File: src/rtl/assert_macros.svh
// ---------------------------------------------------------------------------
// assert_macros.svh
// Concurrent assertion helpers, compiled out for synthesis.
// ---------------------------------------------------------------------------
`ifndef ASSERT_MACROS_SVH
`define ASSERT_MACROS_SVH

`ifndef SYNTHESIS

`define ASSERT_PROP(lbl, clk, rstn, prop, msg) \
  lbl: assert property (@(posedge clk) disable iff (!rstn) prop) else $error(msg);

`define ASSERT_NEVER(lbl, clk, rstn, expr, msg) \
  lbl: assert property (@(posedge clk) disable iff (!rstn) !(expr)) else $error(msg);

`else

`define ASSERT_PROP(lbl, clk, rstn, prop, msg)

`define ASSERT_NEVER(lbl, clk, rstn, expr, msg)

`endif

`endif

File: src/rtl/b2da_pkg.sv
// ---------------------------------------------------------------------------
// b2da_pkg
// Shared types and constants for the binary to decimal ASCII converter.
// ---------------------------------------------------------------------------
`timescale 1ns / 1ps
`default_nettype none

package b2da_pkg;

  localparam int VALUE_W    = 16;
  localparam int NUM_DIGITS = 5;   // decimal digits of the largest VALUE_W-bit value
  localparam int BCD_W      = 4 * NUM_DIGITS;
  localparam int CNT_W      = $clog2(VALUE_W);
  localparam int PTR_W      = $clog2(NUM_DIGITS);
  localparam int CHAR_W     = 6;

  localparam logic [CHAR_W-1:0] ASCII_ZERO = 6'd48;

  typedef struct packed {
    logic [VALUE_W-1:0] value;
    logic               mode;
  } in_item_t;

  typedef struct packed {
    logic [CHAR_W-1:0] digit_char;
    logic              last;
  } out_item_t;

  // controller -> datapath
  typedef struct packed {
    logic load;
    logic shift;
    logic pick;
    logic emit;
  } b2da_cmd_t;

  // datapath -> controller
  typedef struct packed {
    logic shift_last;
    logic ptr_zero;
    logic out_free;
  } b2da_sts_t;

endpackage

`default_nettype wire

File: src/rtl/binary_to_decimal_ascii.sv
// ---------------------------------------------------------------------------
// binary_to_decimal_ascii
// Unsigned binary to decimal ASCII digit stream, most significant first.
// ---------------------------------------------------------------------------
// Usage:
//   Input channel in_valid/in_stall/in_item carries a 16-bit value and a mode
//   bit. Mode 0 drops leading zeros (zero gives one '0'); mode 1 always gives
//   five zero-padded digits. Each digit leaves on out_valid/out_stall/out_item
//   as an ASCII code, with last set on the units digit.
//   Conversion is double dabble: one value bit per cycle through all 16
//   value bits, then a pick state finds the first digit. The first digit
//   leaves after the shifts and the pick; the rest follow one per cycle
//   while the output is not stalled. An item occupies the block through
//   the shifts, the pick and one emit per digit; in_stall stays high from
//   the accept until the last digit is loaded into the output register.
//   Output is one register: a stalled digit holds and the sequencer waits.
//   Synchronous reset empties the output register and returns to idle.
// ---------------------------------------------------------------------------
`timescale 1ns / 1ps
`default_nettype none

`include "assert_macros.svh"

module binary_to_decimal_ascii (
  input  wire logic               clk,
  input  wire logic               rst_n,
  input  wire logic               in_valid,
  output logic                    in_stall,
  input  wire b2da_pkg::in_item_t in_item,
  output logic                    out_valid,
  input  wire logic               out_stall,
  output b2da_pkg::out_item_t     out_item
);

  b2da_pkg::b2da_cmd_t cmd;
  b2da_pkg::b2da_sts_t sts;

  b2da_ctrl u_ctrl (
    .clk      (clk),
    .rst_n    (rst_n),
    .in_valid (in_valid),
    .in_stall (in_stall),
    .sts      (sts),
    .cmd      (cmd)
  );

  b2da_dp u_dp (
    .clk       (clk),
    .rst_n     (rst_n),
    .in_item   (in_item),
    .cmd       (cmd),
    .sts       (sts),
    .out_stall (out_stall),
    .out_valid (out_valid),
    .out_item  (out_item)
  );

  `ASSERT_PROP(a_busy_after_accept, clk, rst_n, (in_valid && !in_stall) |=> in_stall, "accepted item did not block the input")

  `ASSERT_NEVER(a_digit_range, clk, rst_n, out_valid && ((out_item.digit_char < b2da_pkg::ASCII_ZERO) || (out_item.digit_char > (b2da_pkg::ASCII_ZERO + 6'd9))), "digit character outside 0..9")

  `ASSERT_PROP(a_out_hold, clk, rst_n, (out_valid && out_stall) |=> (out_valid && $stable(out_item)), "stalled item changed")

  `ASSERT_NEVER(a_no_emit_while_busy_in, clk, rst_n, out_valid && !in_stall && !out_item.last, "input reopened before last digit")

endmodule

`default_nettype wire

File: src/rtl/b2da_dp.sv
// ---------------------------------------------------------------------------
// b2da_dp
// Double-dabble shift register, digit pointer and output register.
// ---------------------------------------------------------------------------
`timescale 1ns / 1ps
`default_nettype none

module b2da_dp (
  input  wire logic                clk,
  input  wire logic                rst_n,
  input  wire b2da_pkg::in_item_t  in_item,
  input  wire b2da_pkg::b2da_cmd_t cmd,
  output b2da_pkg::b2da_sts_t      sts,
  input  wire logic                out_stall,
  output logic                     out_valid,
  output b2da_pkg::out_item_t      out_item
);

  logic [b2da_pkg::VALUE_W-1:0] bin_r;
  logic [b2da_pkg::BCD_W-1:0]   bcd_r;
  logic [b2da_pkg::BCD_W-1:0]   bcd_adj;
  logic                         mode_r;
  logic [b2da_pkg::CNT_W-1:0]   cnt_r;
  logic [b2da_pkg::PTR_W-1:0]   ptr_r;
  logic [b2da_pkg::PTR_W-1:0]   lead_idx;
  logic [3:0]                   dig [b2da_pkg::NUM_DIGITS];
  logic                         out_valid_r;
  b2da_pkg::out_item_t          out_item_r;

  always_comb begin
    for (int i = 0; i < b2da_pkg::NUM_DIGITS; i++) begin
      dig[i] = bcd_r[4*i +: 4];
    end
  end

  // add 3 to every digit of 5 or more before the shift
  always_comb begin
    for (int i = 0; i < b2da_pkg::NUM_DIGITS; i++) begin
      bcd_adj[4*i +: 4] = (dig[i] >= 4'd5) ? dig[i] + 4'd3 : dig[i];
    end
  end

  // highest nonzero digit; zero value falls back to the units digit
  always_comb begin
    lead_idx = '0;
    for (int i = 0; i < b2da_pkg::NUM_DIGITS; i++) begin
      if (dig[i] != 4'd0) begin
        lead_idx = b2da_pkg::PTR_W'(i);
      end
    end
  end

  always_ff @(posedge clk) begin
    if (cmd.load) begin
      bin_r  <= in_item.value;
      bcd_r  <= '0;
      mode_r <= in_item.mode;
      cnt_r  <= '0;
    end else if (cmd.shift) begin
      {bcd_r, bin_r} <= {bcd_adj[b2da_pkg::BCD_W-2:0], bin_r, 1'b0};
      cnt_r          <= cnt_r + 1'b1;
    end
    if (cmd.pick) begin
      ptr_r <= mode_r ? b2da_pkg::PTR_W'(b2da_pkg::NUM_DIGITS - 1) : lead_idx;
    end else if (cmd.emit) begin
      ptr_r <= ptr_r - 1'b1;
    end
    if (cmd.emit) begin
      out_item_r.digit_char <= b2da_pkg::ASCII_ZERO + {2'b00, dig[ptr_r]};
      out_item_r.last       <= (ptr_r == '0);
    end
  end

  always_ff @(posedge clk) begin
    if (!rst_n) begin
      out_valid_r <= 1'b0;
    end else if (cmd.emit) begin
      out_valid_r <= 1'b1;
    end else if (!out_stall) begin
      out_valid_r <= 1'b0;
    end
  end

  assign sts.shift_last = (cnt_r == b2da_pkg::CNT_W'(b2da_pkg::VALUE_W - 1));
  assign sts.ptr_zero   = (ptr_r == '0);
  assign sts.out_free   = !out_valid_r || !out_stall;

  assign out_valid = out_valid_r;
  assign out_item  = out_item_r;

endmodule

`default_nettype wire

File: src/rtl/b2da_ctrl.sv
// ---------------------------------------------------------------------------
// b2da_ctrl
// Sequencer: load, shift through all value bits, pick first digit, emit.
// ---------------------------------------------------------------------------
`timescale 1ns / 1ps
`default_nettype none

module b2da_ctrl (
  input  wire logic                clk,
  input  wire logic                rst_n,
  input  wire logic                in_valid,
  output logic                     in_stall,
  input  wire b2da_pkg::b2da_sts_t sts,
  output b2da_pkg::b2da_cmd_t      cmd
);

  typedef enum logic [1:0] {
    S_IDLE,
    S_CONV,
    S_PICK,
    S_EMIT
  } state_t;

  state_t state_r;
  state_t state_nxt;

  always_comb begin
    state_nxt = state_r;
    cmd       = '0;
    unique case (state_r)
      S_IDLE: begin
        if (in_valid) begin
          cmd.load  = 1'b1;
          state_nxt = S_CONV;
        end
      end
      S_CONV: begin
        cmd.shift = 1'b1;
        if (sts.shift_last) begin
          state_nxt = S_PICK;
        end
      end
      S_PICK: begin
        cmd.pick  = 1'b1;
        state_nxt = S_EMIT;
      end
      S_EMIT: begin
        if (sts.out_free) begin
          cmd.emit = 1'b1;
          if (sts.ptr_zero) begin
            state_nxt = S_IDLE;
          end
        end
      end
      default: state_nxt = S_IDLE;
    endcase
  end

  always_ff @(posedge clk) begin
    if (!rst_n) begin
      state_r <= S_IDLE;
    end else begin
      state_r <= state_nxt;
    end
  end

  assign in_stall = (state_r != S_IDLE);

endmodule

`default_nettype wire

File: config.mk
export PLATFORM = sky130hd
export DESIGN_NAME = binary_to_decimal_ascii
export DESIGN_NICKNAME = d
export VERILOG_FILES = /design/src/rtl/b2da_pkg.sv /design/src/rtl/binary_to_decimal_ascii.sv /design/src/rtl/b2da_dp.sv /design/src/rtl/b2da_ctrl.sv
export VERILOG_INCLUDE_DIRS = /design/src /design/src/rtl
export SDC_FILE = /design/constraint.sdc
export NUM_CORES = 1
export LEC_CHECK = 0
export BUFFER_PORTS_ARGS = -buffer_cell sky130_fd_sc_hd__buf_2
export CAP_MARGIN = 25
export CORE_MARGIN = 2
export CORE_UTILIZATION = 55
export DETAILED_ROUTE_END_ITERATION = 8
export PLACE_DENSITY = 0.71
export SYNTH_ARGS = -nofsm -noshare
export SYNTH_HDL_FRONTEND = slang
export SYNTH_SLANG_ARGS = --single-unit
export TNS_END_PERCENT = 30
File: constraint.sdc
create_clock -name clk -period 2.3 [get_ports clk]
set_clock_uncertainty 0.15 [all_clocks]
set_input_delay 0.115 -clock clk [delete_from_list [all_inputs] [get_ports clk]]
set_output_delay 0.115 -clock clk [all_outputs]
set_load 0.1 [all_outputs]
; ---- Word level (Yosys, flattened, before mapping)
; Cells that the tools add are included.
[word_totals]
ff_bits = 54
latch_bits = 0
mem_bits_rw = 0
mem_bits_ro = 0
inputBits = 21
out_inout_bits = 9
elab_cells = 76
mem_count = 0
[classes]
n_addsub = 8
multipliers = 0
div_mod_pow = 0
magnitude_cmp = 6
eq_ne = 9
n_shift = 0
muxes = 30
n_bitwise = 1
n_reduce_logical = 13
[ops]
columns = cell, count
row1 = $mux 16, 2
row2 = $mux 4, 6
row3 = $ge 4x3->1 const B, 5
row4 = $add 4x2->4 const B, 4
row5 = $reduce_bool 4->1, 4
row6 = $mux 3, 5
row7 = $bmux 4 s3, 1
row8 = $mux 2, 6
row9 = $mux 1, 9
row10 = $ne 2x2->1 const B, 4
row11 = $pmux 2 s4, 1
row12 = $add 5x5->6 const A, 1
row13 = $reduce_bool 2->1, 3
row14 = $add 4x1->4 const B, 1
row15 = $eq 2x2->1 const B, 2
row16 = $eq 4x4->1 const B, 1
row17 = $ge 4x4->1 const B, 1
row18 = $not 3->4, 1
row19 = $reduce_and 4->1, 1
row20 = $add 3x2->3 const B, 1
row21 = $logic_not 3->1, 1
row22 = $sub 3x1->3 const B, 1
row23 = $eq 2x1->1 const B, 1
row24 = $logic_not 1->1, 2
row25 = 3 further kinds, 3

; ---- Logic depth before layout (Yosys ltp)
; Gate-level depths: netlist of run 1.
[depth]
ltp_word = 7
ltp_mapped = 8
depth_no_buf = 6

; ---- By module
; A second synthesis of run 1 with hierarchy kept.
[hier_totals]
hier_cells = 285
hier_area_um2 = 2899.0
[by_module_without_submodules]
columns = mod, instances, cells_each, area_each_um2, seq_area_each_um2
row1 = b2da_dp, 1, 263, 2717.6, 1251.2
row2 = b2da_ctrl, 1, 22, 181.4, 40.0

; ---- Least setup slack after synthesis of run 1
; No wires, ideal clock.
[synth_path]
kind = register -> register
start = register u_ctrl.state_r[0]
end = register u_ctrl.state_r[0]
setup_ns = 0.122
arrival_time_ns = 1.790
required_ns = 2.028
path_slack_ns = 0.238
stages_incl_launch_ff = 7
path_buffers = 0
period_less_slack_ns = 2.062
path_cell_list = dfxtp_1 -> inv_1 -> ha_1 -> inv_1 -> nor2_1 -> a221o_1 -> mux2i_1
[synth_between]
elab_chain_cells = 3
elab_cells_between_ends = 10
cone_classes = eq/ne (7) / mux (1) / reduce/logical (2)
[synth_rtl]
columns = item, line
row1 = "start, declared", b2da_ctrl.sv:24  ; state_t state_r;
row2 = "start signal, assigned", b2da_ctrl.sv:63  ; state_r <= state_nxt;
row3 = "$eq 2x1->1, or another cell as far along", b2da_ctrl.sv:30  ; unique case (state_r)
row4 = $ne 2x2->1 (no source line), n/a
row5 = $reduce_and 4->1 (no source line), n/a
; Several ways; a longest one is shown, not always the timed one.
; A chain may end at the register's enable or synchronous reset.

==> results of run 1 <==
## stage by stage
step           power, mW   util  std cells
2_1_floorplan       2.73      -        308
3_3_place_gp        3.04  0.617        393
3_5_place_dp        3.09  0.617        393
4_1_cts             3.75  0.679        420
5_1_grt             4.04  0.679        420
6_report            3.74  0.679        420
## kinds of logic (layout without fill, tap and decap cells)
kind of cell    Yosys count  after routing  synth area share
other cells               1              2           0.00135
compound gates           43             43            0.0866
flops                    52             52             0.463
mux                      12             12            0.0431
xor+xnor                  8              8            0.0251
simple gates            141            141             0.244
buf+inv                  31             76            0.0516
fa+ha+maj                19             19            0.0853
## power breakdown
part / switching (mW) / internal, mW / total [mW] / leakage, nW
sequential: 0.246 / 1.37 / 1.62 / 0.464
clock: 0.309 / 0.322 / 0.631 / 0.0541
combinational: 0.945 / 0.544 / 1.49 / 0.872
## cells in the mapped netlist (3+ instances only)
cell / instances
sky130_fd_sc_hd__xor2_1: 7
sky130_fd_sc_hd__nand4_1: 6
sky130_fd_sc_hd__nand3b_1: 5
sky130_fd_sc_hd__nand2_1: 67
sky130_fd_sc_hd__buf_2: 7
sky130_fd_sc_hd__or4b_1: 5
sky130_fd_sc_hd__and3_1: 6
sky130_fd_sc_hd__nor3_1: 5
sky130_fd_sc_hd__or3_1: 4
sky130_fd_sc_hd__clkbuf_1: 4
sky130_fd_sc_hd__o31ai_1: 4
sky130_fd_sc_hd__ha_1: 19
sky130_fd_sc_hd__buf_4: 3
sky130_fd_sc_hd__dfxtp_1: 27
sky130_fd_sc_hd__a21oi_1: 15
sky130_fd_sc_hd__edfxtp_1: 25
sky130_fd_sc_hd__nand3_1: 11
sky130_fd_sc_hd__o21ai_0: 15
sky130_fd_sc_hd__mux2i_1: 12
sky130_fd_sc_hd__o22ai_1: 6
sky130_fd_sc_hd__nor2_1: 20
sky130_fd_sc_hd__nand2b_1: 7
sky130_fd_sc_hd__inv_1: 15
## state kept, by name (all words and copies together), names as in the netlist
| signal | cells |
|---|---|
| u_ctrl.state_r | 2 |
| u_dp.bcd_r | 20 |
| u_dp.bin_r | 16 |
| u_dp.cnt_r | 4 |
| u_dp.mode_r | 1 |
| u_dp.out_item | 5 |
| u_dp.out_valid | 1 |
| u_dp.ptr_r | 3 |
## final cells by class
class	count	area share
Tap cell	67	0.0256
Inverter	16	0.0183
Clock inverter	3	0.0130
Timing Repair Buffer	52	0.113
Multi-Input combinational cell	225	0.414
Clock buffer	5	0.0210
Sequential cell	52	0.394
## path summary, 6_finish.rpt
check / startpoint / to / slack (ns) / cells after the start
hold / removal: in_valid / u_dp.bin_r[0] / 0.03 / 2
setup reg to reg: u_dp.ptr_r[0] / u_ctrl.state_r[1] / 0.47 / 6
setup / recovery: u_dp.ptr_r[0] / u_ctrl.state_r[1] / 0.47 / 6
hold reg to reg: u_dp.bin_r[15] / u_dp.bcd_r[0] / 0.34 / 2
## layer usage
metal	vias to the layer above	share of wire	global-route usage
met5	-	0	0
met4	0	0.014	0.0682
met3	7	0.024	0.0335
met2	31	0.48	0.353
met1	1005	0.49	0.325
li1	1141	-	-
==> flow_summary.rst, run 1 <==
.. list-table::
   :header-rows: 1

   * - Metric
     - Value
   * - Run status
     - finished, final reports clean
   * - Via count of the first global-routing pass
     - 2059
   * - Cell count after synthesis
     - 307
   * - CTS clk-pin slew, worst paths
     - 0.09 ns
   * - CP Max Fanout
     - 10
   * - Relative area change from synthesis to final layout
     - 17.4%
   * - Commonest cells after routing, fill and taps aside
     - sky130_fd_sc_hd__nand2_1 (67), sky130_fd_sc_hd__buf_2 (27), sky130_fd_sc_hd__dfxtp_1 (27), sky130_fd_sc_hd__edfxtp_1 (25), sky130_fd_sc_hd__nor2_1 (20)
   * - Number of distinct library cells after synthesis
     - 35
   * - Fraction of registers with async set or reset after synthesis
     - 0
   * - Cell-by-cell trace of the critical path
     - inv_1 -> ha_1 -> nor2b_4 -> nand2_1 -> a221o_1 -> mux2i_1
   * - Number of buffers added for setup after CTS
     - 0
   * - Number of ports placed on the die boundary
     - 30
   * - Most frequent standard cell in the layout excluding fill and tap cells
     - sky130_fd_sc_hd__nand2_1
   * - Final #Nets
     - 392
   * - Via count of the routed design
     - 2184
   * - Initial cell density of the core
     - 0.579
   * - Max-slew violation total from the final report
     - 0
   * - Path type of the worst setup path
     - flip-flop to flip-flop
   * - Pre-CTS setup slack
     - 0.500 ns
   * - Launching element type of the critical path
     - flip-flop
   * - Number of clock buffers inserted by TritonCTS
     - 5
   * - Power density over the cells
     - 1140 nW/um^2
   * - Detailed-placement wirelength estimate
     - 3810 um
   * - Bufs and invs on worst path
     - 1
   * - Clock latency on the worst-skew pair
     - 0.31 ns
   * - Final non-filler cell area
     - 3270 sq um
   * - Level count of the clock H-tree
     - 2
   * - WP data required
     - 2.35 ns
   * - Tightest hold margin
     - 0.0272 ns
   * - Sequential share of the synthesized area
     - 0.463
   * - Number of sinks on the clock net
     - 52
   * - Min Tclk post-route
     - 1.83 ns
   * - Post-cts gate resize count
     - 0
   * - Routability-driven placement congestion ratio
     - 0.830
   * - Kind of end point of the critical path
     - flip-flop
   * - Flip-flop and latch count after synthesis
     - 52
   * - Clk Tree Root Cell
     - sky130_fd_sc_hd__clkbuf_8
   * - Worst stage delay on the critical path
     - 0.58 ns
   * - Height of the die
     - 75.2 um
   * - Slack of the critical path
     - 0.465 ns
   * - Post-synth EDFFs
     - 25
   * - Initial drt markers
     - 158
   * - Layout cell share with drive strength beyond 1
     - 0.125
   * - Layout filler cell count
     - 388
   * - Most common flop cell mapped by yosys
     - sky130_fd_sc_hd__dfxtp_1
   * - Die Footprint
     - 5650 sq um
   * - DRC violation count after routing
     - 0
   * - Routed length per placed instance
     - 13.4 um
   * - Master of the slowest instance on the critical path
     - sky130_fd_sc_hd__edfxtp_1
   * - DP Area
     - 2970 sq um
   * - Final setup violation count
     - 0
   * - Family of cells with the greatest summed delay on the critical path
     - flip-flops
   * - Cell taking the most area after synthesis
     - sky130_fd_sc_hd__edfxtp_1
   * - Data arrival time of the worst path
     - 1.88 ns
   * - Pin count of the biggest net entering global routing
     - 32
   * - Overall global routing resource usage
     - 0.225
   * - Sum of negative setup slack
     - 0 ns
   * - Leakage power
     - 1.39 nW
   * - YS warnings
     - 0
   * - Post-route antenna net violation count
     - 0
   * - Max Cap Violations
     - 0
   * - Antenna violations before repair
     - 0
   * - Number of hold buffers added after CTS
     - 19
   * - Worst voltage drop across the vdd grid
     - 577 uV
   * - I/O Buffers
     - 27
   * - Highest Clock Rate
     - 0.545 GHz
   * - Share of the clock period used by the worst path
     - 0.798
   * - Average footprint of a synthesized cell
     - 9.08 sq um
   * - Netlist area before placement
     - 2790 sq um
   * - Maximum clock insertion buffer count
     - 2
   * - Multi-input combinational cell area
     - 1360 sq um
   * - Area taken by flip-flops and latches
     - 1290 sq um
   * - Overflow after GRT
     - 0
   * - Area share of the largest cell type after synthesis
     - 0.269
   * - First-pass GRT wire length
     - 9760 um
   * - Number of placement rows
     - 25
   * - Core outline area
     - 4820 sq um
   * - Unrepaired setup endpoints after global routing
     - false
   * - Overall die width
     - 75.2 um
   * - Average via count per standard cell
     - 5.20
   * - Total count of hold-check failures in the final report
     - 0
   * - Ant diodes
     - 0
   * - Clock tree from TritonCTS
     - built
   * - Top cells by area in the synthesized netlist
     - sky130_fd_sc_hd__edfxtp_1 (27%), sky130_fd_sc_hd__dfxtp_1 (19%), sky130_fd_sc_hd__nand2_1 (9.0%)
   * - Number of iterations in the first detailed-routing pass
     - 4
   * - Final wirelength
     - 5620 um
   * - Worst min-delay path category
     - input pin to flip-flop
Power figures use the tool's default switching activity.
==> run 2: changes to the inputs <==
Settings changed: ABC_AREA set to 1, CORE_UTILIZATION 55 to 53, PLACE_DENSITY 0.71 to 0.72.
Clock period 2.3 ns to 1.68 ns, I/O delays scaled along.
==> flow_summary.rst, run 2 <==
.. list-table::
   :header-rows: 1

   * - Metric
     - Value
   * - Run status
     - finished, final reports clean
   * - Clock latency on the worst-skew pair
     - 0.32 ns (about the same)
   * - Internal power
     - 3.11 mW (+39%)
   * - Flip-flop and latch count after synthesis
     - 52 (unchanged)
   * - CTS clk-pin slew, worst paths
     - 0.10 ns (about the same)
   * - Initial cell density of the core
     - 0.553 (-0.0254)
   * - Average via count per standard cell
     - 4.96 (-4.7%)
   * - YS warnings
     - 0 (unchanged)
   * - Number of placement rows
     - 26 (+4.0%)
   * - Clock tree from TritonCTS
     - built
   * - Met3 Usage GRT
     - 0.0459 (+0.0124)
   * - Core outline area
     - 5140 sq um (+6.7%)
   * - CP Max Fanout
     - 20 (+10)
   * - Kind of end point of the critical path
     - flip-flop
   * - Most frequent standard cell in the layout excluding fill and tap cells
     - sky130_fd_sc_hd__nand2_1
   * - Switching power as a share of total power
     - 0.429 (+0.0273)
   * - Die Footprint
     - 5970 sq um (+5.5%)
   * - Path type of the worst setup path
     - flip-flop to flip-flop
   * - Bufs and invs on worst path
     - 3 (+2)
   * - Max FFs per register
     - 20 (unchanged)
   * - Area share of the largest cell type after synthesis
     - 0.264 (-0.00533)
   * - Commonest cells after routing, fill and taps aside
     - sky130_fd_sc_hd__nand2_1 (118), sky130_fd_sc_hd__inv_1 (41), sky130_fd_sc_hd__nand3_1 (32), sky130_fd_sc_hd__o21ai_0 (32), sky130_fd_sc_hd__buf_2 (26)
   * - Via count of the routed design
     - 2444 (+12%)
   * - Layout cell share with drive strength beyond 1
     - 0.165 (+0.0408)
   * - Layout filler cell count
     - 456 (+18%)
   * - Number of iterations in the first detailed-routing pass
     - 4 (unchanged)
   * - Via count of the first global-routing pass
     - 2379 (+16%)
   * - Cell count after synthesis
     - 362 (+18%)
   * - Max-slew violation total from the final report
     - 0 (unchanged)
   * - Most common flop cell mapped by yosys
     - sky130_fd_sc_hd__dfxtp_1
   * - DRC violation count after routing
     - 0 (unchanged)
   * - Family of cells with the greatest summed delay on the critical path
     - buffers and inverters
   * - Commonest cells in the netlist
     - sky130_fd_sc_hd__nand2_1 (118), sky130_fd_sc_hd__inv_1 (44), sky130_fd_sc_hd__o21ai_0 (34)
   * - Final #Nets
     - 462 (+18%)
   * - Height of the die
     - 77.3 um (+2.7%)
   * - M1 GR Usage
     - 0.294 (-0.0306)
   * - Detailed-placement wirelength estimate
     - 4160 um (+9.2%)
   * - Ant diodes
     - 0 (unchanged)
   * - Post-layout utilization of the core
     - 0.681 (+0.00114)
   * - Relative area change from synthesis to final layout
     - 23.0%
   * - Number of clock buffers inserted by TritonCTS
     - 5 (unchanged)
   * - Cell taking the most area after synthesis
     - sky130_fd_sc_hd__edfxtp_1
   * - Launching element type of the critical path
     - flip-flop
   * - Fraction of power consumed by sequential logic
     - 0.386 (-0.047)
   * - Number of ports placed on the die boundary
     - 30 (unchanged)
   * - Tightest hold margin
     - 0.0684 ns (+0.0412 ns)
   * - Peak-usage layer in the global routing report
     - met2
   * - Maximum clock insertion buffer count
     - 2 (unchanged)
   * - Final setup violation count
     - 0 (unchanged)
   * - Top cells by area in the synthesized netlist
     - sky130_fd_sc_hd__edfxtp_1 (26%), sky130_fd_sc_hd__dfxtp_1 (19%), sky130_fd_sc_hd__nand2_1 (16%)
   * - Share of the clock period used by the worst path
     - 0.938 (+0.141)
   * - Number of sinks on the clock net
     - 52 (unchanged)
   * - Worst stage delay on the critical path
     - 0.36 ns (-0.22 ns)
   * - Average footprint of a synthesized cell
     - 7.86 sq um (-13%)
   * - Library cell with the highest instance count after synthesis
     - sky130_fd_sc_hd__nand2_1
   * - Global routing met2 resource utilization
     - 0.377 (+0.0246)
   * - Highest Clock Rate
     - 0.634 GHz (+16%)
   * - First-pass GRT wire length
     - 10800 um (+10%)
   * - Overall die width
     - 77.3 um (+2.7%)
   * - I/O Buffers
     - 27 (unchanged)
   * - Overall global routing resource usage
     - 0.224 (-0.00131)
   * - Pin count of the biggest net entering global routing
     - 27 (-16%)
   * - Total count of hold-check failures in the final report
     - 0 (unchanged)
   * - Number of distinct library cells after synthesis
     - 29 (-17%)
   * - Overflow after GRT
     - 0 (unchanged)
   * - Routed length per placed instance
     - 12.5 um (-6.6%)
   * - Worst min-delay path category
     - input pin to flip-flop
   * - Post-synth EDFFs
     - 25 (unchanged)
   * - Antenna violations before repair
     - 0 (unchanged)
   * - Level count of the clock H-tree
     - 2 (unchanged)
   * - Initial drt markers
     - 125 (-21%)
   * - Leakage power
     - 1.65 nW (+19%)
   * - Combinational fraction of design power
     - 0.473 (+0.075)
   * - Final wirelength
     - 6160 um (+9.6%)
   * - Max Cap Violations
     - 0 (unchanged)
   * - Post-route antenna net violation count
     - 0 (unchanged)
   * - Unrepaired setup endpoints after global routing
     - true
   * - Data arrival time of the worst path
     - 1.64 ns (-0.24 ns)
   * - Clk Tree Root Cell
     - sky130_fd_sc_hd__clkbuf_8
   * - Worst voltage drop across the vdd grid
     - 985 uV (+71%)
   * - Power density over the cells
     - 1560 nW/um^2 (+36%)
   * - Master of the slowest instance on the critical path
     - sky130_fd_sc_hd__dfxtp_2
   * - Part of the power in the clock network
     - 0.141 (-0.028)
   * - WP data required
     - 1.75 ns (-0.60 ns)
   * - Fraction of registers with async set or reset after synthesis
     - 0 (unchanged)
   * - Min Tclk post-route
     - 1.58 ns (-0.258 ns)
   * - Register with the most flip-flops
     - u_dp.bcd_r
   * - Netlist area before placement
     - 2840 sq um (+2.0%)
   * - Cell-by-cell trace of the critical path
     - inv_1 -> ha_2 -> nand2_4 -> inv_8 -> nor2_8 -> buf_12 -> a22o_1
   * - Routability-driven placement congestion ratio
     - 0.897 (+8.2%)
   * - Sequential share of the synthesized area
     - 0.454 (-0.00917)
   * - Switching Power
     - 2.33 mW (+55%)
-- run 2: cell type report --
cell class | count | area [sq um] | share of cell area
Multi-Input combinational cell | 254 | 1340 | 0.382
Sequential cell | 52 | 1300 | 0.371
Timing Repair Buffer | 63 | 500 | 0.143
Inverter | 46 | 184 | 0.0526
Tap cell | 70 | 87.6 | 0.0250
Clock buffer | 5 | 68.8 | 0.0197
Clock inverter | 3 | 25.0 | 0.00715
-- run 2: cell families after synthesis --
group                    count (synthesis)  synth area share
other                                    1           0.00132
adder cells (fa/ha/maj)                 19            0.0836
AO/OA/AOI/OAI                           58             0.111
XOR/XNOR                                 1           0.00308
buffers and inverters                   58            0.0884
AND/OR/NAND/NOR                        173             0.259
flip-flops                              52             0.454
-- run 2: what timing repair did --
action	in CTS	in global routing
hold buffers	19	0
gates resized for setup	0	15
hold endpoints to repair	20	0
buffers inserted	0	3
endpoints found under the setup margin	0	62
-- run 2: path summary, 6_finish.rpt --
kind                                         from  depth (start not counted)        endpoint  slack, ns
worst min-delay path                     in_valid                          4  u_dp.bcd_r[19]       0.07
worst max-delay path            u_ctrl.state_r[0]                          7   u_dp.cnt_r[1]       0.10
worst max register to register  u_ctrl.state_r[0]                          7   u_dp.cnt_r[1]       0.10
worst min register to register     u_dp.bin_r[15]                          2   u_dp.bcd_r[0]       0.31
-- run 2: layer usage --
metal,vias to the layer above,share of wire
met5,-,0
met4,0,0.016
met3,10,0.033
met2,47,0.49
met1,1092,0.47
li1,1295,-
-- run 2: power groups by stage --
stage / Clock (mW) / Sequential (mW) / Combinational, mW
after floorplan: 0 / 2.21 / 1.60
after global placement: 0 / 2.11 / 2.30
after detailed placement: 0 / 2.11 / 2.35
after CTS: 0.773 / 2.09 / 2.40
after global routing: 0.834 / 2.16 / 2.91
final: 0.765 / 2.10 / 2.57
-- run 2: per-stage QoR --
stage               worst slack, ns  cell area [sq um]  total power [mW]  setup TNS [ns]  instances
CTS                          0.0233               3400              5.26               0        489
floorplan                     0.164               2850              3.82               0        363
global route                -0.0331               3500              5.91         -0.0459        493
detailed placement           0.0527               3120              4.46               0        462
global placement              0.108               3120              4.41               0        462
finish                        0.103               3500              5.44               0        493
-- run 2: worst register-to-register path, delay by kind of cell (launching register included) --
kind | cells | cell delay [ns]
AOI/OAI and AO/OA | 1 | 0.17
adders and majority gates | 1 | 0.23
and+or+nand+nor | 2 | 0.18
DFF | 1 | 0.36
buffers and inverters | 3 | 0.39
